<file path="src/rtl/core/iss_pkg.sv">
// ----------------------------------------------------------------------------
// iss_pkg
// Shared sizes, codes and controller/datapath bundles of the indexed
// sequential search block.
// ----------------------------------------------------------------------------
package iss_pkg;

	localparam int PAGE_ITEMS = 8;
	localparam int MAX_PAGES  = 256;
	localparam int CAPACITY   = PAGE_ITEMS * MAX_PAGES;

	localparam int REC_AW  = (CAPACITY > 1) ? $clog2(CAPACITY) : 1;
	localparam int PAGE_AW = (MAX_PAGES > 1) ? $clog2(MAX_PAGES) : 1;
	localparam int ITEM_W  = (PAGE_ITEMS > 1) ? $clog2(PAGE_ITEMS) : 1;
	localparam int CNT_W   = $clog2(CAPACITY + 1);
	localparam int PG_W    = $clog2(MAX_PAGES + 1);

	localparam int MODE_W  = 2;
	localparam int KEY_W   = 32;
	localparam int PRICE_W = 64;
	localparam int TLO_W   = 64;
	localparam int THI_W   = 56;
	localparam int STAT_W  = 3;
	localparam int NUM_W   = 11;

	typedef enum logic [MODE_W-1:0] {
		MODE_APPEND = 2'd0,
		MODE_SEARCH = 2'd1,
		MODE_CLEAR  = 2'd2
	} mode_t;

	typedef enum logic [STAT_W-1:0] {
		ST_APPENDED  = 3'd0,
		ST_FULL      = 3'd1,
		ST_FOUND     = 3'd2,
		ST_NOT_FOUND = 3'd3,
		ST_CLEARED   = 3'd4
	} status_t;

	// one stored record, one RAM word
	typedef struct packed {
		logic [THI_W-1:0]          title_high;
		logic [TLO_W-1:0]          title_low;
		logic signed [PRICE_W-1:0] price;
		logic signed [KEY_W-1:0]   key;
	} rec_word_t;

	localparam int REC_W = $bits(rec_word_t);

	typedef struct packed {
		logic    load;
		logic    append;
		logic    clear;
		logic    search_start;
		logic    idx_step;
		logic    page_start;
		logic    rec_step;
		logic    res_set;
		status_t res_code;
		logic    out_load;
	} cmd_t;

	typedef struct packed {
		logic [MODE_W-1:0] mode;
		logic              full;
		logic              idx_more;
		logic              pg_zero;
		logic              rec_more;
		logic              rec_hit;
	} sts_t;

endpackage

</file>
<file path="src/rtl/core/iss_ctrl.sv">
// ----------------------------------------------------------------------------
// iss_ctrl
// Sequencer of the indexed sequential search block: decodes a request,
// steps the index and page scans, and hands results to the output register.
// ----------------------------------------------------------------------------
module iss_ctrl (
	input  logic          clk,
	input  logic          arst_n,
	input  logic          in_valid,
	output logic          in_ready,
	output logic          out_valid,
	input  logic          out_ready,
	output iss_pkg::cmd_t cmd,
	input  iss_pkg::sts_t sts
);

	typedef enum logic [2:0] {
		S_IDLE,
		S_EXEC,
		S_IDX,
		S_REC,
		S_POST
	} state_t;

	state_t state_q;
	state_t state_d;
	logic   out_valid_q;
	logic   out_free;

	assign in_ready  = (state_q == S_IDLE);
	assign out_valid = out_valid_q;
	assign out_free  = !out_valid_q || out_ready;

	always_comb begin
		cmd      = '0;
		cmd.res_code = iss_pkg::ST_NOT_FOUND;
		state_d  = state_q;
		unique case (state_q)
			S_IDLE: begin
				if (in_valid) begin
					cmd.load = 1'b1;
					state_d  = S_EXEC;
				end
			end
			S_EXEC: begin
				unique case (sts.mode)
					iss_pkg::MODE_APPEND: begin
						cmd.append   = 1'b1;
						cmd.res_set  = 1'b1;
						cmd.res_code = sts.full ? iss_pkg::ST_FULL : iss_pkg::ST_APPENDED;
						state_d      = S_POST;
					end
					iss_pkg::MODE_SEARCH: begin
						cmd.search_start = 1'b1;
						state_d          = S_IDX;
					end
					iss_pkg::MODE_CLEAR: begin
						cmd.clear    = 1'b1;
						cmd.res_set  = 1'b1;
						cmd.res_code = iss_pkg::ST_CLEARED;
						state_d      = S_POST;
					end
					default: begin
						state_d = S_IDLE;
					end
				endcase
			end
			S_IDX: begin
				priority if (sts.idx_more) begin
					cmd.idx_step = 1'b1;
				end else if (sts.pg_zero) begin
					// key below the first page, or store empty
					cmd.res_set  = 1'b1;
					cmd.res_code = iss_pkg::ST_NOT_FOUND;
					state_d      = S_POST;
				end else begin
					cmd.page_start = 1'b1;
					state_d        = S_REC;
				end
			end
			S_REC: begin
				priority if (!sts.rec_more) begin
					cmd.res_set  = 1'b1;
					cmd.res_code = iss_pkg::ST_NOT_FOUND;
					state_d      = S_POST;
				end else if (sts.rec_hit) begin
					cmd.res_set  = 1'b1;
					cmd.res_code = iss_pkg::ST_FOUND;
					state_d      = S_POST;
				end else begin
					cmd.rec_step = 1'b1;
				end
			end
			S_POST: begin
				if (out_free) begin
					cmd.out_load = 1'b1;
					state_d      = S_IDLE;
				end
			end
			default: begin
				state_d = S_IDLE;
			end
		endcase
	end

	always_ff @(posedge clk or negedge arst_n) begin
		if (!arst_n) begin
			state_q     <= S_IDLE;
			out_valid_q <= 1'b0;
		end else begin
			state_q <= state_d;
			if (cmd.out_load) begin
				out_valid_q <= 1'b1;
			end else if (out_ready) begin
				out_valid_q <= 1'b0;
			end
		end
	end

endmodule

</file>
<file path="config.mk">
export PLATFORM = sky130hd
export DESIGN_NAME = iss_ctrl
export DESIGN_NICKNAME = d
export VERILOG_FILES = /design/src/rtl/core/iss_pkg.sv /design/src/rtl/core/iss_ctrl.sv
export SDC_FILE = /design/constraint.sdc
export NUM_CORES = 1
export LEC_CHECK = 0
export ABC_AREA = 1
export BUFFER_PORTS_ARGS = -buffer_cell sky130_fd_sc_hd__buf_2
export CORE_AREA = 2 2 39 41
export CTS_CLUSTER_DIAMETER = 80
export DETAILED_ROUTE_END_ITERATION = 6
export DIE_AREA = 0 0 41 43
export SETUP_SLACK_MARGIN = 0.3
export SYNTH_ARGS = -nofsm -noshare
export SYNTH_HDL_FRONTEND = slang
export SYNTH_SLANG_ARGS = --single-unit
</file>
<file path="constraint.sdc">
create_clock -name clk -period 1.25 [get_ports clk]
set_input_delay 0 -clock clk [delete_from_list [all_inputs] [get_ports clk]]
set_output_delay 0 -clock clk [all_outputs]
set_load 0.03 [all_outputs]
</file>
; ---- Word level (Yosys, flattened, before mapping)
; Index checks and enable logic that the tools add are counted.
[word_totals]
reg_bits = 4
in_bits = 11
output_inout_bits = 14
wordCells = 51
[op_classes]
n_eq_ne = 10
muxes = 32
n_reduce_logical = 7
[ops]
columns = operator, count
row1 = 3-bit two-way mux, 7
row2 = 1-bit two-way mux, 16
row3 = 4-bit two-way mux, 4
row4 = 3-bit case mux with 5 select lines, 1
row5 = 4-bit case mux with 3 select lines, 1
row6 = 4-bit case mux with 2 select lines, 1
row7 = "3-bit by 2-bit equality test with 1-bit output, second input constant", 2
row8 = "2-bit inequality test, second input constant", 3
row9 = 3-bit case mux with 2 select lines, 1
row10 = 4-bit AND reduction, 1
row11 = "3-bit by 1-bit equality test with 1-bit output, second input constant", 1
row12 = "3-bit equality test, second input constant", 1
row13 = 3-bit logical NOT, 1
row14 = "3-bit inequality test, second input constant", 1
row15 = "2-bit by 1-bit equality test with 1-bit output, second input constant", 1
row16 = "2-bit equality test, second input constant", 1
row17 = 2-bit logical NOT, 1
row18 = 2-bit two-way mux, 1
row19 = 2-bit nonzero test, 1
row20 = 2-bit OR reduction, 1
row21 = 1-bit logical NOT, 1
row22 = 1-bit logical OR, 1

; ---- Longest topological paths before layout
[logic_depth]
word_depth = 5
mapped_depth = 7

; ---- Worst setup path before layout
; No wires, ideal clock.
[synth_timing]
kind = register to output
from = register state_q[2]
to = output cmd[3] (netlist bit)
arrival_ns = 1.335
required_time_ns = 1.250
slack_ns = -0.085
path_stages_with_launch = 6
path_buffers = 1
cell_sequence = dfrtp_1 > inv_2 > nand3_2 > or2_1 > buf_6 > nor2_1
[synth_rtl]
columns = item, line
row1 = start: declaration, iss_ctrl.sv:25  ; state_t state_q;
row2 = start signal: assignment, iss_ctrl.sv:111  ; state_q <= state_d;
row3 = end: declaration, iss_ctrl.sv:13  ; output iss_pkg::cmd_t cmd,

==> results.md <==
- Internal power: 0.000865 W
- Drt wl/cell: 12.1 µm
- Final nets: 111
- Synth Area in Simple Gates: 45.6%
- Clock period minus final worst setup slack: 1350 ps
- Slew HR: 85.1%
- CTS buffer count: 3
- Aggregate global routing overflow: 0
- Antenna violations before repair: 0
- Worst min path class: primary input to async pin
- Largest family of logic cells by synthesized area: simple AND/OR/NAND/NOR gates
- Peak fanout along the critical path: 4
- Setup TNS: -546 ps
- Worst Skew: 8.90 ps
- Util after Layout: 57.6%
- Synthesized area: 354 µm²
- Share of layout cells above drive strength 1: 67.7%
- Final period util: 108%
- Worst slew pin tran: 224 ps
- First-pass GRT wire length: 1.96 mm
- Num ports: 25
- Max incr delay on CP: 390 ps
- Min setup slack post-route: -100 ps
- Final instance area: 797 µm²
- Failing checks: setup timing
- Post-route ant nets: 0
- Synth Area in XOR/XNOR: 0%
- DRT Wirelength: 1.39 mm
- Avg Inst Size Synth: 5.80 µm²
- Clock power share: 10.1%
- Gr usage total: 16.7%
- Leak Pwr: 0.418 nW
- Sequential fraction of design power: 14.6%
- CTS tree: done
- CP Data Required Time: 1250 ps
- Yosys cell types: 14
- Largest delay contributor family on the critical path: flip-flops
- # diodes: 0
- Worst setup EP type: output pin
- Pin count of the biggest net entering global routing: 7
- Hold Slack: 89.2 ps
- Std cell rows: 14
- Via count: 551
- Net Sw Frac: 52.7%
- Pwr dens: 2290 nW/µm²
- Crit-path cells: inv_2 > buf_6 > nand3_4 > nor2_2 > inv_2 > nor2_4 > buf_6
- Vias/cell: 4.79
- Chip Width: 41 µm
- Achievable Freq: 741 MHz
- Gate count of the mapped netlist: 61
- CTS root buf: clkbuf_4
- Synth Register Bits: 4
- Clock Tree Buf Depth: 2
- Core area: 1380 µm²
- Max-cap viol count: 0
- Clock Sinks: 4
- Final Hold Viols: 0
- Vias in the first global route: 500
- P&R area growth vs syn: 125%
- Worst slack, placed: -17.6 ps
- 1st-iter DRT viols: 9
- Clk slew on worst S/H paths: 50 ps
- Starting Density: 25.6%
- Final setup violation count: 10
- Critical path arrival: 1350 ps
- HPWL after DPL: 867 µm
- Unrepaired setup endpoints after global routing: yes
- H-tree levels: 1
- Worst skew pair latency: 240 ps
- Synth Area in Compound Gates: 9.19%
- Syn_nets: 72
- Peak VDD IR: 0.914 mV
- Final GP Congestion: 0.752
- DRC Markers: 0
- Cell Area, Placed: 554 µm²
- Die span in y: 43 µm
- Switch Pwr: 0.000963 W
- Final slew viol count: 0
- Die ar.: 1760 µm²
- Critical path class: flip-flop to output pin
- Crit path buf inv count: 4
- Mux contribution to synthesized area: 0%
- Warnings from Yosys: 0
- Post-Synth Adder-Cell Area: 0%
- DRT Pass-1 Iters: 4
- Final-layout fill cell count: 139
- Sequential fraction of the synthesis area: 28.3%
- Outcome: finished, violations left
- Slowest CP cell: dfrtp_1
- Crit start category: flip-flop
- # port buffers: 24
- Logic pwr share: 75.3%
[worst register-to-register path, cell delays in order (launching register included)]
cell and delay (ps):
dfrtp_1 390, inv_2 80, buf_6 120, nand3_4 90, nor2_2 160, buf_4 120
buf_4 90, nor2_1 30, o21ai_1 110
[sequential cells by signal, summed over array words and instances (netlist names)]
signal / flops
state_q: 3
out_valid: 1
[cells in the final DEF (no fill, tap or decap)]
cell,netlist,routed
o211ai_1,1,1
buf_6,1,13
nand2_2,0,3
nor2_2,1,3
clkbuf_1,0,1
inv_2,1,6
or2_4,0,1
o21ai_2,0,1
o21ai_1,0,2
nand3_4,0,2
dfrtp_2,0,3
a21oi_2,0,1
nor2_4,0,8
dfrtp_1,4,1
nand4_1,2,2
nand2_1,12,9
buf_4,0,7
a21oi_1,2,1
nand3_1,5,1
buf_2,0,12
clkbuf_4,0,4
dlygate4sd3_1,0,2
nor2_1,15,5
inv_1,12,7
nand3_2,1,3
[cell type report]
cell class	count	area [µm²]	share of cell area, %
clock buffers	4	26.3	3.30
inverters	13	48.8	6.12
multi-input cells	43	312	39.1
flip-flops and latches	4	104	13.0
well taps	16	20.0	2.51
repair buffers	35	287	35.9
[repair_timing]
item / CTS / global route
setup buffers: 6 / 1
setup endpoints to repair: 17 / 17
pin swaps: 3 / 4
gates resized for setup: 35 / 18
endpoints found under the hold margin: 5 / 0
hold buffers: 2 / 0
[kinds of logic after synthesis]
kind of cell | count (synthesis)
flip-flops | 4
AND/OR/NAND/NOR | 37
AO/OA/AOI/OAI | 6
buffers and inverters | 14
[cells in the mapped netlist]
| cell type | number | area, µm² |
|---|---|---|
| nand2_1 | 12 | 45.0 |
| o211ai_1 | 1 | 7.51 |
| nand4_1 | 2 | 12.5 |
| o21ai_0 | 3 | 15.0 |
| nand3_2 | 1 | 10.0 |
| inv_2 | 1 | 3.75 |
| inv_1 | 12 | 45.0 |
| buf_6 | 1 | 11.3 |
| nor2_1 | 15 | 56.3 |
| nor2_2 | 1 | 6.26 |
| nand3_1 | 5 | 25.0 |
| or2_1 | 1 | 6.26 |
| a21oi_1 | 2 | 10.0 |
| dfrtp_1 | 4 | 100 |
[worst paths after layout]
kind	start	end	slack, ps	cells after the start
worst max-delay path	state_q[2]	cmd[6]	-100	7
worst min-delay path	arst_n	state_q[2]	90	2
worst max register to register	state_q[2]	state_q[1]	-30	8
worst min register to register	out_valid	out_valid	590	2
max in group asynchronous	arst_n	state_q[0]	1020	2
min in group clk	sts[0]	state_q[2]	90	3
[through the flow]
step | power (W) | std cells
after floorplan | 0.000964 | 61
after global routing | 0.00194 | 115
after detailed placement | 0.00122 | 102
final | 0.00183 | 115
after CTS | 0.00167 | 114
after global placement | 0.00120 | 102
[power groups by stage]
| stage | combinational, W | sequential [W] | clock [W] |
|---|---|---|---|
| 3_3_place_gp | 0.000959 | 0.000241 | 0 |
| 2_1_floorplan | 0.000693 | 0.000272 | 0 |
| 6_report | 0.00138 | 0.000266 | 0.000185 |
| 5_1_grt | 0.00146 | 0.000277 | 0.000200 |
| 4_1_cts | 0.00124 | 0.000243 | 0.000187 |
| 3_5_place_dp | 0.000974 | 0.000243 | 0 |
[per-layer routing]
metal,global-route usage [%],wire (µm)
met5,0,0
met4,10.0,29
met3,5.24,56
met2,27.5,786
met1,17.2,519
(Power assumes the default switching activity.)
